$ cat src/rtl/tidc_pkg.sv
package tidc_pkg;

    typedef logic [6:0] t_cls;

    typedef struct packed {
        t_cls cls;
        logic wide;
        logic unknown;
    } t_dec;

    localparam t_cls C_LSL_I     = 7'd0;
    localparam t_cls C_LSR_I     = 7'd1;
    localparam t_cls C_ASR_I     = 7'd2;
    localparam t_cls C_ADD_R     = 7'd3;
    localparam t_cls C_SUB_R     = 7'd4;
    localparam t_cls C_ADD_3I    = 7'd5;
    localparam t_cls C_SUB_3I    = 7'd6;
    localparam t_cls C_MOV_I     = 7'd7;
    localparam t_cls C_CMP_I     = 7'd8;
    localparam t_cls C_ADD_8I    = 7'd9;
    localparam t_cls C_SUB_8I    = 7'd10;
    localparam t_cls C_AND_R     = 7'd11;
    localparam t_cls C_EOR_R     = 7'd12;
    localparam t_cls C_LSL_R     = 7'd13;
    localparam t_cls C_LSR_R     = 7'd14;
    localparam t_cls C_ASR_R     = 7'd15;
    localparam t_cls C_ADC_R     = 7'd16;
    localparam t_cls C_SBC_R     = 7'd17;
    localparam t_cls C_ROR_R     = 7'd18;
    localparam t_cls C_TST_R     = 7'd19;
    localparam t_cls C_RSB_I     = 7'd20;
    localparam t_cls C_CMP_R     = 7'd21;
    localparam t_cls C_CMN_R     = 7'd22;
    localparam t_cls C_ORR_R     = 7'd23;
    localparam t_cls C_MUL       = 7'd24;
    localparam t_cls C_BIC_R     = 7'd25;
    localparam t_cls C_MVN_R     = 7'd26;
    localparam t_cls C_MOV_R     = 7'd27;
    localparam t_cls C_BX        = 7'd28;
    localparam t_cls C_BLX_R     = 7'd29;
    localparam t_cls C_STR_R     = 7'd30;
    localparam t_cls C_STRH_R    = 7'd31;
    localparam t_cls C_STRB_R    = 7'd32;
    localparam t_cls C_LDRSB_R   = 7'd33;
    localparam t_cls C_LDR_R     = 7'd34;
    localparam t_cls C_LDRH_R    = 7'd35;
    localparam t_cls C_LDRB_R    = 7'd36;
    localparam t_cls C_LDRSH_R   = 7'd37;
    localparam t_cls C_STR_I     = 7'd38;
    localparam t_cls C_LDR_I     = 7'd39;
    localparam t_cls C_STRB_I    = 7'd40;
    localparam t_cls C_LDRB_I    = 7'd41;
    localparam t_cls C_STRH_I    = 7'd42;
    localparam t_cls C_LDRH_I    = 7'd43;
    localparam t_cls C_STR_I_REL = 7'd44;
    localparam t_cls C_LDR_I_REL = 7'd45;
    localparam t_cls C_ADD_SP_I  = 7'd46;
    localparam t_cls C_SUB_SP_I  = 7'd47;
    localparam t_cls C_SXTH      = 7'd48;
    localparam t_cls C_SXTB      = 7'd49;
    localparam t_cls C_UXTH      = 7'd50;
    localparam t_cls C_UXTB      = 7'd51;
    localparam t_cls C_PUSH      = 7'd52;
    localparam t_cls C_CPS       = 7'd53;
    localparam t_cls C_REV       = 7'd54;
    localparam t_cls C_REV16     = 7'd55;
    localparam t_cls C_REVSH     = 7'd56;
    localparam t_cls C_POP       = 7'd57;
    localparam t_cls C_BKPT      = 7'd58;
    localparam t_cls C_NOP       = 7'd59;
    localparam t_cls C_YIELD     = 7'd60;
    localparam t_cls C_WFE       = 7'd61;
    localparam t_cls C_WFI       = 7'd62;
    localparam t_cls C_SEV       = 7'd63;
    localparam t_cls C_UDF       = 7'd64;
    localparam t_cls C_SVC       = 7'd65;
    localparam t_cls C_B         = 7'd66;
    localparam t_cls C_MSR_R     = 7'd67;
    localparam t_cls C_DSB       = 7'd68;
    localparam t_cls C_DMB       = 7'd69;
    localparam t_cls C_ISB       = 7'd70;
    localparam t_cls C_MRS       = 7'd71;
    localparam t_cls C_BL        = 7'd72;

    // First halfword has priority; the wide table is only consulted on a miss.
    function automatic t_dec decode(input logic [15:0] hw1, input logic [15:0] hw2);
        t_dec        d;
        logic        narrow;
        logic [31:0] w;
        w         = {hw1, hw2};
        narrow    = 1'b1;
        d.cls     = C_UDF;
        d.wide    = 1'b0;
        d.unknown = 1'b0;
        casez (hw1)
            16'b00000???????????: d.cls = C_LSL_I;
            16'b00001???????????: d.cls = C_LSR_I;
            16'b00010???????????: d.cls = C_ASR_I;
            16'b0001100?????????: d.cls = C_ADD_R;
            16'b0001101?????????: d.cls = C_SUB_R;
            16'b0001110?????????: d.cls = C_ADD_3I;
            16'b0001111?????????: d.cls = C_SUB_3I;
            16'b00100???????????: d.cls = C_MOV_I;
            16'b00101???????????: d.cls = C_CMP_I;
            16'b00110???????????: d.cls = C_ADD_8I;
            16'b00111???????????: d.cls = C_SUB_8I;
            16'b0100000000??????: d.cls = C_AND_R;
            16'b0100000001??????: d.cls = C_EOR_R;
            16'b0100000010??????: d.cls = C_LSL_R;
            16'b0100000011??????: d.cls = C_LSR_R;
            16'b0100000100??????: d.cls = C_ASR_R;
            16'b0100000101??????: d.cls = C_ADC_R;
            16'b0100000110??????: d.cls = C_SBC_R;
            16'b0100000111??????: d.cls = C_ROR_R;
            16'b0100001000??????: d.cls = C_TST_R;
            16'b0100001001??????: d.cls = C_RSB_I;
            16'b0100001010??????: d.cls = C_CMP_R;
            16'b0100001011??????: d.cls = C_CMN_R;
            16'b0100001100??????: d.cls = C_ORR_R;
            16'b0100001101??????: d.cls = C_MUL;
            16'b0100001110??????: d.cls = C_BIC_R;
            16'b0100001111??????: d.cls = C_MVN_R;
            16'b01000100????????: d.cls = C_ADD_R;
            16'b0100010101??????: d.cls = C_CMP_R;
            16'b010001011???????: d.cls = C_CMP_R;
            16'b01000110????????: d.cls = C_MOV_R;
            16'b010001110???????: d.cls = C_BX;
            16'b010001111???????: d.cls = C_BLX_R;
            16'b0101000?????????: d.cls = C_STR_R;
            16'b0101001?????????: d.cls = C_STRH_R;
            16'b0101010?????????: d.cls = C_STRB_R;
            16'b0101011?????????: d.cls = C_LDRSB_R;
            16'b0101100?????????: d.cls = C_LDR_R;
            16'b0101101?????????: d.cls = C_LDRH_R;
            16'b0101110?????????: d.cls = C_LDRB_R;
            16'b0101111?????????: d.cls = C_LDRSH_R;
            16'b01100???????????: d.cls = C_STR_I;
            16'b01101???????????: d.cls = C_LDR_I;
            16'b01110???????????: d.cls = C_STRB_I;
            16'b01111???????????: d.cls = C_LDRB_I;
            16'b10000???????????: d.cls = C_STRH_I;
            16'b10001???????????: d.cls = C_LDRH_I;
            16'b10010???????????: d.cls = C_STR_I_REL;
            16'b10011???????????: d.cls = C_LDR_I_REL;
            16'b101100000???????: d.cls = C_ADD_SP_I;
            16'b101100001???????: d.cls = C_SUB_SP_I;
            16'b1011001000??????: d.cls = C_SXTH;
            16'b1011001001??????: d.cls = C_SXTB;
            16'b1011001010??????: d.cls = C_UXTH;
            16'b1011001011??????: d.cls = C_UXTB;
            16'b1011010?????????: d.cls = C_PUSH;
            16'b10110110011?????: d.cls = C_CPS;
            16'b1011101000??????: d.cls = C_REV;
            16'b1011101001??????: d.cls = C_REV16;
            16'b1011101011??????: d.cls = C_REVSH;
            16'b1011110?????????: d.cls = C_POP;
            16'b10111110????????: d.cls = C_BKPT;
            16'b1011111100000000: d.cls = C_NOP;
            16'b1011111100010000: d.cls = C_YIELD;
            16'b1011111100100000: d.cls = C_WFE;
            16'b1011111100110000: d.cls = C_WFI;
            16'b1011111101000000: d.cls = C_SEV;
            16'b11011110????????: d.cls = C_UDF;
            16'b11011111????????: d.cls = C_SVC;
            16'b1101????????????: d.cls = C_B;
            default:              narrow = 1'b0;
        endcase
        if (!narrow) begin
            d.wide = 1'b1;
            casez (w)
                32'b11110011100?????10?0????????????: d.cls = C_MSR_R;
                32'b111100111011????10?0????0100????: d.cls = C_DSB;
                32'b111100111011????10?0????0101????: d.cls = C_DMB;
                32'b111100111011????10?0????0110????: d.cls = C_ISB;
                32'b11110011111?????10?0????????????: d.cls = C_MRS;
                32'b111101111111????1010????????????: d.cls = C_UDF;
                32'b11110???????????11?1????????????: d.cls = C_BL;
                default: begin
                    d.cls     = C_UDF;
                    d.wide    = 1'b0;
                    d.unknown = 1'b1;
                end
            endcase
        end
        return d;
    endfunction

endpackage

$ cat src/rtl/thumb_instruction_class_decoder.sv
// The input word is registered in r_hw1/r_hw2 and its decoded class in r_out, which holds it until taken.
// Throughput: one word per cycle while downstream is ready; both stages then advance together.
// The decode lies between the two registers: a match on the first halfword, then on the whole word on a miss.
// Reset (synchronous, active low) empties both stages; payload registers are not reset.
module thumb_instruction_class_decoder (
    input  logic               i_clk,
    input  logic               i_rst_n,
    input  logic               i_valid,
    output logic               o_ready,
    input  logic [15:0]        i_first_half,
    input  logic [15:0]        i_second_half,
    output logic               o_valid,
    input  logic               i_ready,
    output tidc_pkg::t_cls     o_inst_class,
    output logic               o_is_wide,
    output logic               o_is_unknown
);
    import tidc_pkg::*;

    logic        r_in_vld;
    logic [15:0] r_hw1;
    logic [15:0] r_hw2;
    logic        r_out_vld;
    t_dec        r_out;
    t_dec        n_out;
    logic        w_out_adv;
    logic        w_in_adv;

    // Each stage may load when it is empty or its word moves on this cycle.
    assign w_out_adv = !r_out_vld || i_ready;
    assign w_in_adv  = !r_in_vld || w_out_adv;
    assign o_ready   = w_in_adv;

    assign n_out = decode(r_hw1, r_hw2);

    always_ff @(posedge i_clk) begin
        if (!i_rst_n) begin
            r_in_vld  <= 1'b0;
            r_out_vld <= 1'b0;
        end else begin
            if (w_in_adv) begin
                r_in_vld <= i_valid;
            end
            if (w_out_adv) begin
                r_out_vld <= r_in_vld;
            end
        end
    end

    always_ff @(posedge i_clk) begin
        if (w_in_adv && i_valid) begin
            r_hw1 <= i_first_half;
            r_hw2 <= i_second_half;
        end
        if (w_out_adv && r_in_vld) begin
            r_out <= n_out;
        end
    end

    assign o_valid      = r_out_vld;
    assign o_inst_class = r_out.cls;
    assign o_is_wide    = r_out.wide;
    assign o_is_unknown = r_out.unknown;

endmodule

$ cat config.mk
export PLATFORM = sky130hd
export DESIGN_NAME = thumb_instruction_class_decoder
export DESIGN_NICKNAME = d
export VERILOG_FILES = /design/src/rtl/tidc_pkg.sv /design/src/rtl/thumb_instruction_class_decoder.sv
export SDC_FILE = /design/constraint.sdc
export NUM_CORES = 1
export LEC_CHECK = 0
export BUFFER_PORTS_ARGS = -buffer_cell sky130_fd_sc_hd__buf_2
export CAP_MARGIN = 20
export CORE_AREA = 10 10 76 78
export CTS_CLUSTER_DIAMETER = 150
export DETAILED_ROUTE_END_ITERATION = 10
export DIE_AREA = 0 0 86 88
export GPL_TIMING_DRIVEN = 0
export HOLD_SLACK_MARGIN = 0.1
export PLACE_DENSITY_LB_ADDON = 0.08
export SLEW_MARGIN = 5
export SYNTH_ARGS = -nofsm -noshare
export SYNTH_HDL_FRONTEND = slang
export SYNTH_SLANG_ARGS = --single-unit
$ cat constraint.sdc
create_clock -name i_clk -period 6.8 [get_ports i_clk]
set_input_delay 1.02 -clock i_clk [delete_from_list [all_inputs] [get_ports i_clk]]
set_output_delay 1.02 -clock i_clk [all_outputs]
set_load 0.02 [all_outputs]
---- Yosys cells after proc, flatten, opt, wreduce, memory -nomap -nowiden ----
Index checks and enable logic that the tools add are counted.
word-level totals
  input port bits ......................... 36
  output and inout bits ................... 11
  register bits after elaboration ......... 43
operators by class
  equal/unequal tests ..................... 76
  mux-type cells .......................... 7
  reduce and logical (&&, ||, !) cells .... 11
operators by type and width
  kind                    number
  $pmux W7 S66            1
  $eq A10 B9 Y1 const B   17
  $eq A16 B16 Y1 const B  6
  $eq A10 B10 Y1 const B  7
  $reduce_or A69 Y1       1
  $eq A19 B19 Y1 const B  3
  $eq A7 B6 Y1 const B    8
  $eq A8 B8 Y1 const B    4
  $eq A14 B14 Y1 const B  2
  $eq A7 B4 Y1 const B    4
  $eq A9 B8 Y1 const B    3
  $pmux W4 S6             1
  $eq A5 B3 Y1 const B    4
  $eq A5 B4 Y1 const B    4
  $eq A5 B5 Y1 const B    4
  $eq A9 B9 Y1 const B    2
  $eq A8 B7 Y1 const B    2
  $eq A7 B7 Y1 const B    2
  $eq A11 B11 Y1 const B  1
  $mux W9                 1
  $reduce_or A7 Y1        1
  $eq A5 B1 Y1 const B    1
  $eq A5 B2 Y1 const B    1
  $logic_not A5 Y1        1
  8 further kinds         13

---- Logic depth before layout (Yosys ltp) ----
Gate-level depths: netlist of the first run.
  word-level depth ........................ 4
  gate-level depth with buffers ........... 9

---- Least setup slack after synthesis of the first run ----
No wires, ideal clock.
  kind .................................... input to output
  from .................................... in i_ready
  to ...................................... out o_ready
  stages .................................. 2
  arrival time ............................ 1.391 ns
  slack ................................... 4.389 ns
  cell sequence ........................... nor2b_1 > nand2_1
between the ends
  cells in the longest elaborated chain, start to end .. 2
ends and longest elaborated chain
  what                RTL line                               text
  start: declaration  thumb_instruction_class_decoder.sv:13  input logic i_ready,
  $logic_or A1 B1 Y1  thumb_instruction_class_decoder.sv:30  assign w_out_adv = !r_out_vld || i_ready;
  $logic_or A1 B1 Y1  thumb_instruction_class_decoder.sv:31  assign w_in_adv = !r_in_vld || w_out_adv;
  end: declaration    thumb_instruction_class_decoder.sv:9   output logic o_ready,
Every way passes these cells.

==> impl_metrics.tcl, run 1 <==
set metrics [dict create \
    seq_area_sq_um 1030 \
    post_cts_buffers 0 \
    row_count 24 \
    layout_commonest_cell "buf_2" \
    finalCritPeriodShare_pct 40.5 \
    setup_ws_ns 4.05 \
    cts_root_buffer "clkbuf_8" \
    drt.antenna.violating_nets 0 \
    cellLeakagePower_nw 1.07 \
    cp-start-kind "register" \
    syn_to_final_growth_pct 14.8 \
    drc_errors 0 \
    crit_type "reg -> reg" \
    r2r_end "o_inst_class[1]" \
    r2r_slack_ns 4.05 \
    r2r_start "r_hw1[10]" \
    clkTransAtPathRegs_ns 0.07 \
    worst_slew_pin_slew_ns 0.831 \
    crit_start "r_hw1[10]" \
    grt_max_degree 25 \
    synth_cells 267 \
    yosys.cell_types.count 69 \
    grt_pass1_wl_um 11500 \
    cts_tree "done" \
    drt_wl_total_um 7190 \
    wire_per_inst_um 19.7 \
    min_path_type "reg -> reg" \
    final_cell_mix "49 x buf_2, 33 x edfxtp_1, 29 x nand2_1, 18 x nor2_1, 13 x a21oi_1" \
    start_util_pct 57.3 \
    htree_num_levels 2 \
    overflow 0 \
    grt_usage_pct 19.2 \
    async_reset_ff_share_pct 0 \
    port_buffers 38 \
    synth.avg_cell_area_sq_um 9.22 \
    hpwl_um 5490 \
    ys_ff_latch 35 \
    reg2regPathDepth 8 \
    fillers 374 \
    rsz0062_at_grt "no" \
    synth_top_flop_cell "edfxtp_1" \
    setup_tns_ns 0 \
    drv_slew 0 \
    dieArea_sq_um 7570 \
    fmax_ghz 0.363 \
    cp.required_ns 6.84 \
    multi_input_area_sq_um 1270 \
    dr.pass1.iters 5 \
    clock-sinks 35 \
    utilization_pct 65.9 \
    gp_congestion 1.01 \
    dp_slack_ns 4.11 \
    yosysSeqAreaShare_pct 41.9 \
    grt_pass1_vias 2318 \
    yosys_warnings 0 \
    fin_crit_ns 2.75 \
    die_h_um 88 \
    nNetsFinal 349 \
    clock_skew_ns 0.0133 \
    vias_per_cell 6.68 \
    crit_end "o_inst_class[1]" \
    cap_viol_max_count 0 \
    drive_above_1_share_pct 24.5 \
    ioPinCount 47 \
    vias 2444 \
    cts_made_buffers 5 \
    clock_latency_ns 0.30 \
    synth-edff-count 33 \
    die_w_um 86 \
    diodes 0 \
    endpoint_kind "register" \
    core_sq_um 4290 \
    hold_buffers 0 \
    antenna_found_initial 0 \
    cts_resized 0 \
    crit_arrival_ns 2.79 \
    slew_headroom_pct 44.5 \
    peakVddDrop_uv 127 \
    drt-initial-drc-count 383 \
    cp_max_fo 10 \
    cellPowerDensity_nw_per_um2 182 \
    hold_viol_final 0 \
    setup_viol 0 \
    status "finished clean" \
    clockBufferDepth 2 \
    synth_fp_nets 303 \
    syn-cell-area_sq_um 2460 \
]
## flip-flops by register name (all words and copies together) (netlist names)
| register | count |
|---|---|
| r_hw1 | 16 |
| r_hw2 | 8 |
| o_inst_class | 7 |
| o_is_unknown | 1 |
| o_is_wide | 1 |
| o_valid | 1 |
| r_in_vld | 1 |
## cells by family after synthesis
| logic type | share of synthesized area [%] |
|---|---|
| buf+inv | 6.66 |
| flops | 41.9 |
| xor+xnor | 1.07 |
| simple gates | 29.7 |
| mux | 0.457 |
| compound gates | 20.3 |
## Yosys cell counts (4+ instances only)
cell | instances | area share (%)
a21oi_1 | 13 | 2.6
and2_1 | 5 | 1.3
buf_2 | 11 | 2.2
buf_6 | 4 | 1.8
edfxtp_1 | 33 | 40
inv_1 | 5 | 0.76
nand2_1 | 29 | 4.4
nand2b_1 | 7 | 1.8
nand3_1 | 9 | 1.8
nand4_1 | 7 | 1.8
nor2_1 | 18 | 2.7
nor2b_1 | 12 | 3.0
nor3_1 | 11 | 2.2
nor4_1 | 7 | 1.8
o21ai_0 | 8 | 1.6
o21ai_1 | 4 | 0.81
or4_1 | 4 | 1.2
## stage by stage
step	std cells	cell area (sq um)	power, mW	hold WS, ns
after floorplan	267	2460	0.325	0.477
after global placement	357	2720	0.354	0.494
after detailed placement	357	2720	0.356	0.506
after CTS	365	2810	0.513	0.521
after global routing	366	2830	0.535	0.559
final	366	2830	0.516	0.518
## power by group
part           internal [mW]  switching, mW
clock network         0.0830         0.0787
logic                 0.0366         0.0611
registers              0.251        0.00568
## area by class of cell
cell class	count	area share (%)
inverters	7	0.929
multi-input cells	203	44.8
clock buffers	7	3.05
repair buffers	39	7.26
well taps	52	2.30
plain buffers	22	4.87
clock inverters	1	0.310
flip-flops and latches	35	36.5
## worst min-delay path by stage
stage	slack, ns	depth (start not counted)	startpoint	endpoint
after floorplan	0.48	1	r_in_vld	o_valid
after global placement	0.49	1	r_in_vld	o_valid
final	0.52	1	r_in_vld	o_valid
after CTS	0.52	1	r_in_vld	o_valid
after detailed placement	0.51	1	r_in_vld	o_valid
after global routing	0.56	1	r_in_vld	o_valid
## routing by layer
| layer | up-vias | track usage [%] | wire [um] |
|---|---|---|---|
| li1 | 1119 | - | - |
| met1 | 1119 | 23.6 | 2790 |
| met2 | 169 | 29.7 | 3280 |
| met3 | 37 | 5.20 | 779 |
| met4 | 0 | 10.9 | 350 |
| met5 | - | 0 | 0 |
## critical path, cell delays in order (launching register included)
cell	delay [ns]
edfxtp_1	0.43
buf_2	0.21
nand2_1	0.25
a21oi_1	0.11
o21ai_0	0.28
nand4_1	0.15
or4b_1	0.58
a31o_1	0.20
a221o_1	0.30
(Power assumes the default switching activity.)
==> inputs of run 2 (changes only) <==
Settings changed: CORE_AREA 10 10 76 78 to 10 10 82 84, DIE_AREA 0 0 86 88 to 0 0 92 94.
Clock period 6.8 ns to 2.45 ns, I/O delays scaled along.
==> run 2 against run 1 <==
  * The run now ends with negative setup slack left
  * Critical path type unchanged
  * Largest cell class unchanged
  * Clock power increased to 3.4 times the previous value
  * Cell area is 15% higher
  * Maximum frequency increased by 6.5%
  * Die area rose by 14%
  * Wire length is 9.4% higher
  * Global-route usage decreased by 1.3 points
  * First-iteration DRC count grew 6.5%
  * Sequential share of layout area decreased by 4.8 points
  * Worst hold slack lost 0.28 ns
  * Non-clock buffer count rose by 25
==> impl_metrics.tcl, run 2 (synthesis gave the netlist of run 1 again) <==
set metrics [dict create \
    status "finished, violations left" \
    violations "negative setup slack" \
    layout_commonest_cell "buf_2" \
    busiest_layer "met2" \
    cellPowerDensity_nw_per_um2 492 \
    gr-usage-met3_pct 4.00 \
    grt_usage_pct 17.9 \
    clockBufferDepth 2 \
    cp_slowest_cell "or4b_4" \
    setup_viol 1 \
    hold_buffers 0 \
    cellLeakagePower_nw 1.28 \
    nNetsFinal 374 \
    core_sq_um 5070 \
    syn_to_final_growth_pct 32.1 \
    crit_arrival_ns 2.63 \
    clock-sinks 35 \
    path_cells "buf_6 -> and3b_2 -> nand2_4 -> nor4_2 -> a311oi_2 -> or4b_4 -> a31o_1 -> a221o_1" \
    grt_pass1_wl_um 12400 \
    fmax_ghz 0.387 \
    peakVddDrop_uv 391 \
    regMostFlops "r_hw1" \
    cpPeakStageDelay_ns 0.51 \
    row_count 26 \
    drt_wl_total_um 7870 \
    drt-initial-drc-count 408 \
    grt_max_degree 25 \
    clockPowerShare_pct 34.9 \
    cp.required_ns 2.49 \
    use_met2_pct 29.0 \
    met1_usage_pct 21.8 \
    finalCritPeriodShare_pct 105 \
    grt_pass1_vias 2464 \
    rsz0062_at_grt "yes" \
    cp-start-kind "register" \
    cts_made_buffers 5 \
    vias 2481 \
    dp_cells 375 \
    combinationalPowerShare_pct 20.6 \
    slew_headroom_pct 45.5 \
    drc_errors 0 \
    crit_family "simple AND/OR/NAND/NOR gates" \
    p_switching_uw 430 \
    cts_tree "done" \
    crit_type "reg -> reg" \
    swShare_pct 26.9 \
    dr.pass1.iters 6 \
    crit_buf_inv 1 \
    clkTransAtPathRegs_ns 0.08 \
    placed_area_sq_um 2740 \
    totalPowerFinal_mw 1.60 \
    clock_skew_ns 0.00668 \
    min_path_type "in -> reg" \
    port_buffers 38 \
    p_seq_share_pct 44.5 \
    ioPinCount 47 \
    vias_per_cell 6.07 \
    final_cell_mix "47 x buf_2, 33 x edfxtp_1, 28 x buf_4, 26 x nand2_1, 17 x nor2_1" \
    gp_congestion 0.979 \
    start_util_pct 48.5 \
    setup_ws_ns -0.134 \
    hold_viol_final 0 \
    endpoint_kind "register" \
    diodes 0 \
    fin_crit_ns 2.58 \
    final_area_sq_um 3250 \
    dieArea_sq_um 8650 \
    clock_latency_ns 0.30 \
    p_int_mw 1.17 \
    wire_per_inst_um 19.2 \
    cap_viol_max_count 0 \
    htree_num_levels 2 \
    fin_cells 409 \
    cts_root_buffer "clkbuf_8" \
    drt.antenna.violating_nets 0 \
    antenna_found_initial 0 \
    overflow 0 \
    die_h_um 94 \
    largest_reg_flops 16 \
    drive_above_1_share_pct 37.5 \
    setup_tns_ns -0.134 \
    fillers 437 \
    worst_slew_pin_slew_ns 0.815 \
    cp_max_fo 4 \
    drv_slew 0 \
    hpwl_um 5690 \
    die_w_um 92 \
]
[run 2: changes by cell type in the layout (fill, tap and decap cells not counted), sizes merged]
cell / before / now
buf: 60 / 86
bufinv: 0 / 1
clkbuf: 8 / 6
clkinv: 2 / 1
inv: 6 / 7
[run 2: worst paths after layout]
path | startpoint | end | slack (ns) | cells past startpoint
max | r_hw1[14] | o_inst_class[1] | -0.13 | 8
min | i_second_half[15] | r_hw2[15] | 0.24 | 1
max reg2reg | r_hw1[14] | o_inst_class[1] | -0.13 | 8
min reg2reg | r_in_vld | o_valid | 0.53 | 1
[run 2: layout make-up]
class	instances	area (sq um)	share of cell area, %
buffer	22	184	5.65
clock buffer	6	82.6	2.54
inverter	7	27.5	0.846
timing repair buffer	64	409	12.6
clock inverter	2	38.8	1.19
tap	70	87.6	2.69
sequential	35	1030	31.7
multi-input combinational	203	1390	42.8
[run 2: stage by stage]
stage	hold slack, ns	setup slack, ns	util [%]
after floorplan	0.466	0.148	-
after global placement	0.490	-0.278	54.0
after detailed placement	0.512	-0.260	54.0
after CTS	0.239	-0.0252	62.3
after global routing	0.235	-0.164	64.1
final	0.242	-0.134	64.1
[run 2: power by group through the flow]
| stage | Combinational (mW) | Sequential, mW | Clock (mW) |
|---|---|---|---|
| after floorplan | 0.166 | 0.736 | 0 |
| after CTS | 0.306 | 0.713 | 0.566 |
| final | 0.330 | 0.713 | 0.558 |
| after global routing | 0.356 | 0.716 | 0.594 |
| after global placement | 0.266 | 0.724 | 0 |
| after detailed placement | 0.265 | 0.726 | 0 |
[run 2: timing repair]
| action | in CTS | in global routing |
|---|---|---|
| pin swaps | 8 | 3 |
| endpoints found under the setup margin | 2 | 3 |
| setup buffers | 22 | 3 |
| gates resized for setup | 37 | 12 |
[run 2: per-layer routing]
metal  part of all wire, %  vias up
met1                    41     1156
met5                     0        -
li1                      -     1164
met3                   8.2       29
met4                   3.7        0
met2                    47      132
